`config.mk`:
```
export PLATFORM = sky130hd
export DESIGN_NAME = ddo_mul
export DESIGN_NICKNAME = d
export VERILOG_FILES = /design/src/ddo_mul.sv
export SDC_FILE = /design/constraint.sdc
export NUM_CORES = 2
export LEC_CHECK = 0
export BUFFER_PORTS_ARGS = -buffer_cell sky130_fd_sc_hd__buf_2
export CORE_MARGIN = 2
export CORE_UTILIZATION = 44
export DETAILED_ROUTE_END_ITERATION = 6
export PLACE_DENSITY = 0.71
export SYNTH_ARGS = -nofsm -noshare
export SYNTH_HDL_FRONTEND = slang
export SYNTH_SLANG_ARGS = --single-unit
```
`constraint.sdc`:
```
create_clock -name clk -period 9.85 [get_ports clk]
set_input_delay 0 -clock clk [delete_from_list [all_inputs] [get_ports clk]]
set_output_delay 0 -clock clk [all_outputs]
set_load 0.02 [all_outputs]
```
`src/ddo_mul.sv`:
```
`timescale 1ns / 1ps
// Shared registered signed multiplier, 42 x 26 bits, one product per cycle.
// Depends on nothing.
module ddo_mul (
  input  logic               clk,
  input  logic signed [41:0] a,
  input  logic signed [25:0] b,
  output logic signed [67:0] p
);
  always_ff @(posedge clk) begin
    p <= a * b;
  end
endmodule

```
==> results_dict.tcl <==
set metrics [dict create \
    synth_edf_count 0 \
    ys_warn_count 0 \
    hold_viol 0 \
    rows 108 \
    crit_type "in2reg" \
    timing.critical_path.required_ns 10.16 \
    coreArea_sq_um 86500 \
    finalNonFillerCells 5283 \
    start_util 0.442 \
    fin_crit_ns 7.74 \
    rsz0062_at_grt "no" \
    port_buffers 136 \
    cts.sinks 68 \
    h-tree-depth 3 \
    cts_tree "built" \
    ys_ff_latch 68 \
    ant_nets 0 \
    reg_top3 "p x68" \
    hpwl_um 80200 \
    root_buffer "clkbuf_16" \
    grt_pass1_vias 30200 \
    synthArstFlopShare 0 \
    ctsHoldBuffers 0 \
    grt_max_degree 43 \
    antenna_found_initial 6 \
    hold_end "p[0]" \
    drv_slew 0 \
    finalSetupViolations 0 \
    grt_use_total 0.234 \
    vias 27200 \
    die_h_um 299 \
    end_kind "flop" \
    numCtsBuffers 9 \
    fin_tns_setup_ns 0 \
    grt_pass1_wl_um 163000 \
    synthToLayoutAreaGrowth_pct 4.65 \
    maxCapViolCount 0 \
    dominantRegCellSynth "dfxtp_1" \
    regMostFlops "p" \
    drt-wirelength-per-cell_um 18.5 \
    drtIter0Drc 1842 \
    max_slew_margin 0.0318 \
    place_inst 5265 \
    clock_path_buffers 2 \
    yosys.cell_types.count 57 \
    tightest_slew_ns 1.44 \
    cts_resized 0 \
    hold_slack_ns 0.162 \
    wl_um 97700 \
    post-route-period-util 0.785 \
    drc 0 \
    cts_setup_buffers 0 \
    pre_cts_ws_ns 1.72 \
    worstHoldPathType "in2reg" \
    arrival_ns 8.05 \
    synth_nets 5505 \
    path_clk_slew_ns 0.07 \
    worst_slack_ns 2.11 \
    drive_gt1_frac 0.0451 \
    vias_per_cell 5.14 \
    cp-start-kind "primary input" \
    ioPinCount 137 \
    dieWidth_um 299 \
    hold_path_depth 2 \
    syn_area_per_cell_sq_um 9.18 \
    max_freq_mhz 129 \
    yosysSeqAreaShare 0.0356 \
    first_pass_iters 6 \
    syn-cell-area_sq_um 38200 \
    worstPathMaxFanout 24 \
    die_area_sq_um 89300 \
    nets 5462 \
    status "finished clean" \
    syn_inst 4164 \
    place_congestion 0.887 \
    grt-ovfl-total 0 \
    largest_register_ffs 68 \
    min_from "a[0]" \
]
-- worst max-delay path by stage --
| stage | from | end | slack [ns] |
|---|---|---|---|
| 2_1_floorplan | b[5] | p[61] | 3.13 |
| 3_3_place_gp | b[2] | p[64] | 1.82 |
| 3_5_place_dp | b[2] | p[64] | 1.72 |
| 4_1_cts | b[2] | p[64] | 2.21 |
| 5_1_grt | b[2] | p[64] | 1.78 |
| 6_report | b[6] | p[64] | 2.11 |
-- metal layers --
layer | wire length, um | track usage
met1 | 38500 | 0.300
met3 | 6510 | 0.0344
met4 | 3380 | 0.0823
met2 | 49200 | 0.407
met5 | 50 | 0
-- metrics by stage --
step | util | cell area [sq um]
CTS | 0.463 | 40000
finish | 0.463 | 40000
global placement | 0.459 | 39700
detailed placement | 0.459 | 39700
global route | 0.463 | 40000
floorplan | - | 38200
-- layout make-up --
cell class / count / area (sq um)
Inverter: 1085 / 4070
Timing Repair Buffer: 158 / 846
Fill cell: 8219 / 46500
Clock inverter: 6 / 40.0
Sequential cell: 68 / 1360
Clock buffer: 10 / 239
Tap cell: 1155 / 1450
Antenna cell: 2 / 5.00
Multi-Input combinational cell: 2799 / 32000
-- cell usage in the layout, fill, tap and decap left out, types with 3 or more instances in the layout --
cell type / Yosys / routed
ha_1: 178 / 178
and3_1: 3 / 3
nand3_1: 15 / 15
o211ai_1: 8 / 8
a21o_1: 31 / 31
a211oi_1: 5 / 5
nand2b_1: 16 / 16
xnor2_1: 53 / 53
xor2_1: 21 / 21
nand4_1: 14 / 14
inv_1: 1084 / 1084
o21ai_1: 8 / 8
o21bai_1: 10 / 10
buf_4: 0 / 22
buf_2: 1 / 136
nor3_1: 8 / 8
nand2_1: 688 / 688
o221ai_1: 3 / 3
a21oi_2: 3 / 3
a21oi_1: 82 / 82
dfxtp_1: 68 / 68
o21ai_0: 33 / 33
a31oi_1: 8 / 8
nor2b_1: 8 / 8
o21a_1: 8 / 8
nor2_1: 66 / 66
clkbuf_16: 0 / 9
fa_1: 1094 / 1094
and2_1: 406 / 406
clkinvlp_4: 0 / 4
-- critical path, stage by stage --
cell and delay (ns):
buf_2 0.54, buf_4 0.33, nand2_1 0.10, fa_1 0.53, inv_1 0.05, fa_1 0.47
inv_1 0.05, fa_1 0.53, inv_1 0.05, fa_1 0.40, fa_1 0.47, fa_1 0.55
inv_1 0.05, fa_1 0.47, inv_1 0.04, ha_1 0.39, nand3_4 0.13, a211oi_1 0.26
a21oi_1 0.15, o211ai_1 0.90, a32oi_1 0.22, buf_4 0.24, a41oi_1 0.42, o41ai_2 0.20
o21ai_1 0.21, a31oi_1 0.13, xnor2_1 0.15
-- cells in the mapped netlist, types with 10 or more instances --
cell type	number	area share
a21o_1	31	0.0061
a21oi_1	82	0.011
and2_1	406	0.066
clkbuf_1	208	0.020
dfxtp_1	68	0.036
fa_1	1094	0.57
ha_1	178	0.058
inv_1	1084	0.11
nand2_1	688	0.068
nand2b_1	16	0.0026
nand3_1	15	0.0020
nand4_1	14	0.0023
nor2_1	66	0.0065
o21ai_0	33	0.0043
o21bai_1	10	0.0020
xnor2_1	53	0.012
xor2_1	21	0.0048
-- kinds of logic after synthesis --
family	after synthesis	share of synthesized area
AOI/OAI and AO/OA	217	0.0357
buffers and inverters	1297	0.127
adders and majority gates	1272	0.631
DFF	68	0.0356
xor gates and xnor gates	74	0.0170
and+or+nand+nor	1236	0.153
Power is not shown: default switching activity piles up to over one toggle a cycle in this logic, so the estimate is an artifact.
