**config.mk**
```make
export PLATFORM = sky130hd
export DESIGN_NAME = ddo_cordic
export DESIGN_NICKNAME = d
export VERILOG_FILES = /design/src/ddo_pkg.sv /design/src/ddo_cordic.sv
export SDC_FILE = /design/constraint.sdc
export NUM_CORES = 1
export LEC_CHECK = 0
export BUFFER_PORTS_ARGS = -buffer_cell sky130_fd_sc_hd__buf_2
export CAP_MARGIN = 30
export CORE_AREA = 5 5 180 182
export CTS_CLUSTER_SIZE = 24
export DETAILED_ROUTE_END_ITERATION = 12
export DIE_AREA = 0 0 185 187
export GPL_TIMING_DRIVEN = 0
export HOLD_SLACK_MARGIN = 0.12
export PLACE_DENSITY = 0.86
export SETUP_SLACK_MARGIN = 0.05
export SLEW_MARGIN = 30
export SYNTH_ARGS = -nofsm -noshare
export SYNTH_HDL_FRONTEND = slang
export SYNTH_SLANG_ARGS = --single-unit
export TNS_END_PERCENT = 10
```
**constraint.sdc**
```tcl
create_clock -name clk -period 10.7 [get_ports clk]
set_input_delay 2.14 -clock clk [delete_from_list [all_inputs] [get_ports clk]]
set_output_delay 2.14 -clock clk [all_outputs]
set_load 0.005 [all_outputs]
```
**src/ddo_pkg.sv**
```systemverilog
`timescale 1ns / 1ps
// Package for the differential-drive odometry block.
// Holds constants, register indexes, sequencer states and the CORDIC angle table.
package ddo_pkg;

  localparam int ANGLE_BITS_DEF   = 16;
  localparam int CORDIC_STEPS_DEF = 16;
  localparam int TICK_BITS_DEF    = 16;
  localparam int MAX_STEPS        = 24;
  localparam logic signed [33:0] CORDIC_GAIN = 34'sd652032874;

  typedef enum logic [1:0] {
    REG_MM_PER_TICK    = 2'd0,
    REG_ANGLE_PER_TICK = 2'd1,
    REG_GAIN_P         = 2'd2,
    REG_GAIN_I         = 2'd3
  } reg_idx_t;

  typedef enum logic [3:0] {
    ST_IDLE, ST_MUL_L, ST_MUL_R, ST_MUL_H, ST_CORDIC, ST_MUL_X, ST_MUL_Y,
    ST_PI_P, ST_PI_I, ST_DONE
  } state_t;

  function automatic logic signed [33:0] atan_lut(input logic [4:0] i);
    logic signed [33:0] v;
    unique case (i)
      5'd0:  v = 34'sd536870912;
      5'd1:  v = 34'sd316933406;
      5'd2:  v = 34'sd167458907;
      5'd3:  v = 34'sd85004756;
      5'd4:  v = 34'sd42667331;
      5'd5:  v = 34'sd21354465;
      5'd6:  v = 34'sd10679838;
      5'd7:  v = 34'sd5340245;
      5'd8:  v = 34'sd2670163;
      5'd9:  v = 34'sd1335087;
      5'd10: v = 34'sd667544;
      5'd11: v = 34'sd333772;
      5'd12: v = 34'sd166886;
      5'd13: v = 34'sd83443;
      5'd14: v = 34'sd41722;
      5'd15: v = 34'sd20861;
      5'd16: v = 34'sd10430;
      5'd17: v = 34'sd5215;
      5'd18: v = 34'sd2608;
      5'd19: v = 34'sd1304;
      5'd20: v = 34'sd652;
      5'd21: v = 34'sd326;
      5'd22: v = 34'sd163;
      5'd23: v = 34'sd81;
      default: v = '0;
    endcase
    return v;
  endfunction

endpackage

```
**src/ddo_cordic.sv**
```systemverilog
`timescale 1ns / 1ps
// Iterative CORDIC in rotation mode, one micro-rotation per cycle.
// Depends on ddo_pkg for the arctangent table and gain.
module ddo_cordic #(
  parameter int STEPS = ddo_pkg::CORDIC_STEPS_DEF
) (
  input  logic               clk,
  input  logic               rst,
  input  logic               start,
  input  logic        [31:0] angle,
  output logic               done,
  output logic signed [33:0] cos_q30,
  output logic signed [33:0] sin_q30
);
  import ddo_pkg::*;

  localparam int SW = $clog2(STEPS + 1);

  logic signed [33:0] x, y, z;
  logic               flip, busy;
  logic [SW-1:0]      step;
  logic [31:0]        ang_rot;
  logic signed [33:0] dx, dy, at;
  logic [4:0]         shamt;

  assign ang_rot = (angle[31] ^ angle[30]) ? angle + 32'h8000_0000 : angle;
  assign shamt   = 5'(step);
  assign dx      = y >>> shamt;
  assign dy      = x >>> shamt;
  assign at      = atan_lut(shamt);

  always_ff @(posedge clk) begin
    if (rst) begin
      busy <= 1'b0;
      done <= 1'b0;
      step <= '0;
    end else begin
      done <= 1'b0;
      if (start) begin
        busy <= 1'b1;
        step <= '0;
        x    <= CORDIC_GAIN;
        y    <= '0;
        z    <= 34'(signed'(ang_rot));
        flip <= angle[31] ^ angle[30];
      end else if (busy) begin
        if (step == SW'(STEPS)) begin
          busy <= 1'b0;
          done <= 1'b1;
        end else begin
          // rotate toward zero residual angle
          if (!z[33]) begin
            x <= x - dx; y <= y + dy; z <= z - at;
          end else begin
            x <= x + dx; y <= y - dy; z <= z + at;
          end
          step <= step + 1'b1;
        end
      end
    end
  end

  assign cos_q30 = flip ? -x : x;
  assign sin_q30 = flip ? -y : y;
endmodule

```
==> summary.txt, run 1 <==
status = finished clean
Clock Latency Late Sink = 0.47 ns
worst slew pin tran = 1.06 ns
Starting Density = 59.2%
grt met3 use = 12.2%
hold violation count in the final report = 0
syn avg cell area = 8.40 um2
CP dominant cell by count = clkbuf_1
EDFF count, synth = 103
kind of cell adding the most delay to the critical path = buffers and inverters
reg2reg start = shamt[4]$_SDFFE_PP0P_
Critical Path Source = shamt[4]$_SDFFE_PP0P_
Post-DP HPWL = 58300 um
Max-Cap Viols = 0
Crit Path Category = flip-flop to flip-flop
Die X = 185 um
fin area = 19800 um2
reg2reg path depth = 24
Yosys reg bits = 140
predominant post-synthesis flop cell = edfxtp_1
Worst Path Arrival = 8.96 ns
RSZ-0062 raised after global routing = no
Core Footprint = 30400 um2
CP Depth = 24
Pre-Repair DR Iteration Count = 8
Global Route met1 Usage = 51.0%
required time worst endpoint = 10.88 ns
Worst Setup End Kind = flip-flop
Critical Path Max Stage Delay = 0.80 ns
Clock Path Buffers = 2
async set-reset flop share out of synthesis = 0%
height of the chip = 187 um
first-pass GRT wire length = 113000 um
vias in the first global route = 18600
std cell rows = 64
largest fanout on the critical path = 10
grt ovf = 0
final setup violating endpoints = 0
final period utilization = 82.1%
VDD IR max = 0.183 mV
Avg WL per Cell = 28.5 um
Port Buf Inserts = 103
Layout fillers = 2451
dpl ws = 2.70 ns
Detailed Route Iter0 Violations = 2676
crit path launch type = flip-flop
Max Clk Rate = 0.114 GHz
Avg Vias per Cell = 7.23
Final min period = 8.78 ns
num ports = 104
Num CTS Buffers = 17
Rel. slew slack = 29.3%
buffer and inverter count on the worst path = 6
syn_nets = 2298
drt drc = 0
Setup crit end = x[33]$_SDFFCE_PP0P_
Syn Inst Count = 2147
initial antenna violation count = 0
Finished Core Util = 65.0%
Reg clk slew, reported paths = 0.07 ns
clock sinks = 140
CTS tree = done
Seq/Total Area, Yosys = 21.3%
via count = 19400
Post-DRT Antenna Nets = 0
Slowest-stage cell, CP = a311oi_1
Area growth syn-to-layout = 9.68%
power density over cell area = 230 nW/um2
busiest grt layer = met2
crit path cell chain = clkbuf_1 -> clkbuf_1 -> buf_1 -> clkbuf_1 -> buf_1 -> nand3_1 -> o211ai_1 -> nand4b_1 -> nor3_1 -> and2_1 -> buf_4 -> a21oi_1 -> xor2_1 -> a21oi_2 -> ha_1 -> nand3_1 -> nor3_1 -> and3_1 -> a32oi_1 -> a311oi_1 -> a31oi_1 -> o21ai_0 -> xnor2_1 -> nor2_1
Resize count post-CTS = 0
final RePlAce weighted congestion = 1.17
share of layout cells above drive strength 1 = 12.7%
overall routed net length = 76700 um
Cell Area, Synth = 18000 um2
H-tree levels = 4
Unique masters post-synth = 90
gr usage total = 42.7%
worst hold path class = flip-flop to flip-flop
postcts setup bufs = 0
Crit Reg-Reg Endpoint = x[33]$_SDFFCE_PP0P_
reg-to-reg slack, setup = 1.92 ns
fin nets = 2428
met2 usage = 66.8%
Syn. warnings = 0
Clock Skews = 0.0137 ns
largest net degree at the start of global routing = 22
setup ws final = 1.92 ns
max-slew violations = 0
root buf cell = clkbuf_16
Post-Place Cell Area = 19200 um2
Static Leak = 8.22 nW
hold_buf cts = 0
die area = 34600 um2
synthesized netlist by cell type (18+ instances only):
cell type | number | area [um2]
and2_1 | 18 | 113
buf_1 | 25 | 93.8
clkbuf_1 | 63 | 236
buf_2 | 20 | 100
nor3_1 | 38 | 190
a21oi_1 | 165 | 826
dfxtp_1 | 37 | 741
a21o_1 | 61 | 458
xor2_1 | 105 | 920
nand3_1 | 33 | 165
mux4_2 | 30 | 676
o31ai_1 | 28 | 210
nor2_1 | 190 | 713
nand2b_1 | 24 | 150
a31oi_1 | 39 | 244
o21ai_0 | 137 | 686
nor2b_1 | 25 | 156
o21a_1 | 18 | 135
mux2_2 | 26 | 293
edfxtp_1 | 103 | 3090
nand2_1 | 212 | 796
o22ai_1 | 29 | 181
inv_1 | 61 | 229
xnor2_1 | 139 | 1220
ha_1 | 113 | 1410
mux4_1 | 31 | 815
and3_1 | 29 | 181
mux2i_1 | 50 | 500
sequential cells by signal, indices dropped and copies added, names as in the netlist:
signal  flops
busy        1
x          34
at         30
z          34
shamt       5
flip        1
y          34
done        1
cell usage in the layout (no fill, tap or decap), types with 11 or more instances in the layout:
cell,count
a31oi_1,39
a21o_1,61
buf_1,25
o41ai_1,11
o31a_1,11
mux2i_1,50
edfxtp_1,103
nor2b_1,25
a32oi_1,13
a21oi_1,164
nor2_1,189
a211oi_1,17
dfxtp_1,37
o21a_1,18
ha_1,113
o22ai_1,29
nand3_1,33
or3_1,17
clkbuf_1,61
o21bai_1,13
nor3_1,38
buf_2,124
o31ai_1,28
or4_1,16
o21ai_0,137
inv_1,61
mux4_1,31
and3_1,29
nand2b_1,24
xor2_1,105
and2_1,18
mux2_2,26
xnor2_1,139
clkbuf_16,18
nand2_1,212
or2_2,17
mux4_2,30
cells by family after synthesis:
kind of cell,share of synthesized area [%]
DFF,21.3
muxes,12.8
xor gates and xnor gates,11.9
AOI/OAI and AO/OA,23.1
and+or+nand+nor,17.8
buffers and inverters,4.96
adders and majority gates,8.23
routing by layer:
metal,up-vias,wire (um)
met5,-,0
met4,0,6120
met2,1639,34400
met1,9112,26400
met3,383,9710
li1,8294,-
final cells by class:
class	instances	area [um2]	share of cell area [%]
antenna	2	5.00	0.0253
timing repair buffer	111	638	3.23
multi-input combinational	1813	13300	67.4
clock inverter	13	119	0.601
inverter	66	248	1.25
sequential	140	3830	19.4
tap	396	495	2.51
clock buffer	19	454	2.30
buffer	128	651	3.29
through the flow:
stage               cells  power (mW)  hold slack (ns)  TNS (ns)
floorplan            2147        2.97            0.450         0
global placement     2646        3.66            0.503    -83.32
detailed placement   2653        3.79            0.502         0
CTS                  2685        4.42            0.516         0
global route         2686        4.78            0.567         0
finish               2688        4.55            0.531         0
worst min-delay path, cell delays in order, from the launching register on:
cell,delay (ns)
dfxtp_1,0.35
nand2_1,0.07
nor2_1,0.06
worst min-delay path by stage:
stage / start / endpoint / slack, ns / cells after the start
after floorplan: busy$_SDFF_PP0_ / done$_SDFF_PP0_ / 0.45 / 2
after global placement: busy$_SDFF_PP0_ / done$_SDFF_PP0_ / 0.50 / 2
after detailed placement: busy$_SDFF_PP0_ / done$_SDFF_PP0_ / 0.50 / 2
after CTS: busy$_SDFF_PP0_ / done$_SDFF_PP0_ / 0.52 / 2
after global routing: busy$_SDFF_PP0_ / done$_SDFF_PP0_ / 0.57 / 2
final: busy$_SDFF_PP0_ / done$_SDFF_PP0_ / 0.53 / 2
power breakdown:
| group | internal [mW] | switching, mW | leakage [nW] |
|---|---|---|---|
| Sequential | 0.756 | 0.180 | 1.28 |
| Combinational | 1.22 | 1.77 | 6.65 |
| Clock | 0.321 | 0.302 | 0.290 |
| Total | 2.30 | 2.25 | 8.22 |
Power figures use the tool's default switching activity.
==> inputs of run 2 (changes only) <==
--- a/config.mk
+++ b/config.mk
@@ -7,13 +7,13 @@
 export LEC_CHECK = 0
 export BUFFER_PORTS_ARGS = -buffer_cell sky130_fd_sc_hd__buf_2
 export CAP_MARGIN = 30
-export CORE_AREA = 5 5 180 182
+export CORE_AREA = 5 5 183 185
 export CTS_CLUSTER_SIZE = 24
 export DETAILED_ROUTE_END_ITERATION = 12
-export DIE_AREA = 0 0 185 187
+export DIE_AREA = 0 0 188 190
 export GPL_TIMING_DRIVEN = 0
 export HOLD_SLACK_MARGIN = 0.12
-export PLACE_DENSITY = 0.86
+export PLACE_DENSITY = 0.87
 export SETUP_SLACK_MARGIN = 0.05
 export SLEW_MARGIN = 30
 export SYNTH_ARGS = -nofsm -noshare
==> constraint.sdc (replaced) <==
create_clock -name clk -period 7.4 [get_ports clk]
set_input_delay 1.48 -clock clk [delete_from_list [all_inputs] [get_ports clk]]
set_output_delay 1.48 -clock clk [all_outputs]
set_load 0.005 [all_outputs]
==> summary.txt, run 2 (synthesis gave the netlist of run 1 again) <==
share of layout cells above drive strength 1 = 13.1% (+0.39 points)
Core Footprint = 31900 um2 (+4.8%)
crit path launch type = flip-flop
CP dominant cell by count = buf_2
Post-DP HPWL = 56900 um (-2.4%)
Clock Latency Late Sink = 0.48 ns (about the same)
Reg clk slew, reported paths = 0.07 ns (about the same)
commonest cells after routing, fill and taps aside = nand2_1, nor2_1, a21oi_1
Die X = 188 um (+1.6%)
fin nets = 2428 (unchanged)
hold_buf cts = 0 (unchanged)
hold violation count in the final report = 0 (unchanged)
Crit Path Category = flip-flop to flip-flop
reg-to-reg slack, setup = 0.12 ns (-1.80 ns)
setup ws final = 0.117 ns (-1.80 ns)
Clock power frac = 13.8% (about the same)
Pint = 3.36 mW (+46%)
Layout fillers = 2751 (+12%)
final period utilization = 98.4% (+16 points)
overall routed net length = 74600 um (-2.7%)
H-tree levels = 4 (unchanged)
worst slew pin tran = 1.10 ns (+0.0425 ns)
dpl ws = -0.321 ns (-3.02 ns)
DP Cell Count = 2665 (+0.45%)
WHS Endpoint = done$_SDFF_PP0_
Area growth syn-to-layout = 9.97%
Cell Count, Final, Fillers Out = 2698 (+0.37%)
P_sw = 3.20 mW (+42%)
Worst Path Arrival = 7.47 ns (-1.49 ns)
Num CTS Buffers = 17 (unchanged)
clock sinks = 140 (unchanged)
switching share of total power = 48.8% (-0.62 points)
Finished Core Util = 62.2% (-2.8 points)
buffer and inverter count on the worst path = 8 (+2)
VDD IR max = 0.185 mV (+1.2%)
Avg WL per Cell = 27.6 um (-3.1%)
Worst Setup End Kind = flip-flop
CTS tree = done
reg2reg path depth = 26 (+8.3%)
fin area = 19800 um2 (+0.27%)
die area = 35700 um2 (+3.3%)
Static Leak = 8.25 nW (+0.34%)
largest net degree at the start of global routing = 21 (-4.5%)
required time worst endpoint = 7.59 ns (-3.29 ns)
Max Clk Rate = 0.137 GHz (+21%)
RSZ-0062 raised after global routing = no
Slowest-stage cell, CP = a311oi_2
Pre-Repair DR Iteration Count = 10 (+2)
Avg Vias per Cell = 7.07 (-2.2%)
final RePlAce weighted congestion = 1.14 (-2.7%)
height of the chip = 190 um (+1.6%)
kind of cell adding the most delay to the critical path = buffers and inverters
Max-Cap Viols = 0 (unchanged)
largest fanout on the critical path = 10 (unchanged)
first-pass GRT wire length = 110000 um (-2.7%)
Antenna Cells = 0 (-2)
WHS Path Cells = 2 (unchanged)
postcts setup bufs = 0 (unchanged)
Crit Reg-Reg Endpoint = x[33]$_SDFFCE_PP0P_
drt drc = 0 (unchanged)
sequential share of power = 20.6% (about the same)
initial antenna violation count = 1 (+1)
commonest non-fill, non-tap cell in the layout = nand2_1
Post-Place Cell Area = 19200 um2 (about the same)
root buf cell = clkbuf_16
gr usage total = 40.4% (-2.4 points)
final setup violating endpoints = 0 (unchanged)
Hold WS = 0.500 ns (-0.0315 ns)
Clock Path Buffers = 2 (unchanged)
Hold Path Origin = busy$_SDFF_PP0_
Port Buf Inserts = 103 (unchanged)
worst hold path class = flip-flop to flip-flop
biggest regs = x (34), y (34), z (34)
Detailed Route Iter0 Violations = 2577 (-3.7%)
grt ovf = 0 (unchanged)
Clock Skews = 0.0159 ns (+0.00216 ns)
vias in the first global route = 18200 (-2.2%)
reg2reg start = shamt[2]$_SDFFE_PP0P_
status = finished clean
num ports = 104 (unchanged)
Starting Density = 56.6% (-2.7 points)
max-slew violations = 0 (unchanged)
Gate power share = 65.6% (about the same)
std cell rows = 66 (+3.1%)
power density over cell area = 331 nW/um2 (+44%)
Post-DRT Antenna Nets = 0 (unchanged)
Critical Path Max Stage Delay = 0.51 ns (-0.29 ns)
via count = 19100 (-1.8%)
Final min period = 7.28 ns (-1.50 ns)
Rel. slew slack = 26.5% (-2.8 points)
-- run 2: what timing repair did --
| action | 4_1_cts | 5_1_grt |
|---|---|---|
| endpoints found under the setup margin | 4 | 10 |
| cloned | 0 | 0 |
| pin swaps | 0 | 2 |
| resized for setup | 3 | 17 |
| endpoints found under the hold margin | 0 | 0 |
-- run 2: metal layers --
layer | global-route usage (%) | up-vias | wire [um]
met2 | 63.9 | 1470 | 33000
met3 | 10.8 | 371 | 8780
met4 | 26.7 | 2 | 6110
met5 | 0 | - | 14
li1 | - | 8296 | -
met1 | 48.4 | 8933 | 26600
-- run 2: worst max-delay path by stage --
| stage | end | from | slack (ns) | depth (start not counted) |
|---|---|---|---|---|
| final | x[33]$_SDFFCE_PP0P_ | shamt[2]$_SDFFE_PP0P_ | 0.12 | 26 |
| after global routing | x[33]$_SDFFCE_PP0P_ | shamt[1]$_SDFFE_PP0P_ | 0.05 | 23 |
| after CTS | x[33]$_SDFFCE_PP0P_ | shamt[3]$_SDFFE_PP0P_ | 0.05 | 25 |
| after detailed placement | x[33]$_SDFFCE_PP0P_ | shamt[4]$_SDFFE_PP0P_ | -0.32 | 24 |
| after global placement | y[26]$_SDFFCE_PP0P_ | start | -0.44 | 5 |
| after floorplan | x[33]$_SDFFCE_PP0P_ | shamt[1]$_SDFFE_PP0P_ | 1.36 | 26 |
-- run 2: power groups by stage --
| stage | sequential (mW) | clock, mW | combinational, mW |
|---|---|---|---|
| after floorplan | 1.24 | 0 | 3.06 |
| after global placement | 1.34 | 0 | 3.96 |
| after detailed placement | 1.35 | 0 | 4.10 |
| after CTS | 1.33 | 0.896 | 4.16 |
| after global routing | 1.36 | 0.942 | 4.60 |
| final | 1.35 | 0.905 | 4.30 |
-- run 2: worst reg2reg max path, stage by stage, from the launching register on --
cell and delay [ns]:
dfxtp_1 0.34, buf_2 0.26, buf_2 0.27, buf_2 0.30, buf_2 0.38, buf_2 0.36
buf_2 0.38, clkbuf_2 0.43, a311oi_1 0.28, a21oi_1 0.33, nand4b_1 0.16, nor3_1 0.46
and2_1 0.20, buf_4 0.15, a21oi_1 0.08, xor2_1 0.25, a21oi_2 0.09, ha_1 0.42
nand3_1 0.14, nor3_2 0.21, and3_1 0.19, a32oi_1 0.13, a311oi_2 0.51, a31oi_1 0.22
o21ai_0 0.27, xnor2_1 0.15, nor2_1 0.05
-- run 2: layout make-up --
type | instances | area [um2] | area share (%)
clock buffer | 22 | 508 | 2.56
timing repair buffer | 111 | 637 | 3.21
clock inverter | 10 | 86.3 | 0.435
tap | 408 | 510 | 2.58
buffer | 128 | 664 | 3.35
inverter | 66 | 248 | 1.25
sequential | 140 | 3830 | 19.3
multi-input combinational | 1813 | 13300 | 67.3
-- run 2: per-stage QoR --
stage	total power [mW]	setup TNS (ns)
2_1_floorplan	4.30	0
3_3_place_gp	5.30	-42.75
3_5_place_dp	5.44	-0.845
4_1_cts	6.39	0
5_1_grt	6.90	0
6_report	6.56	0
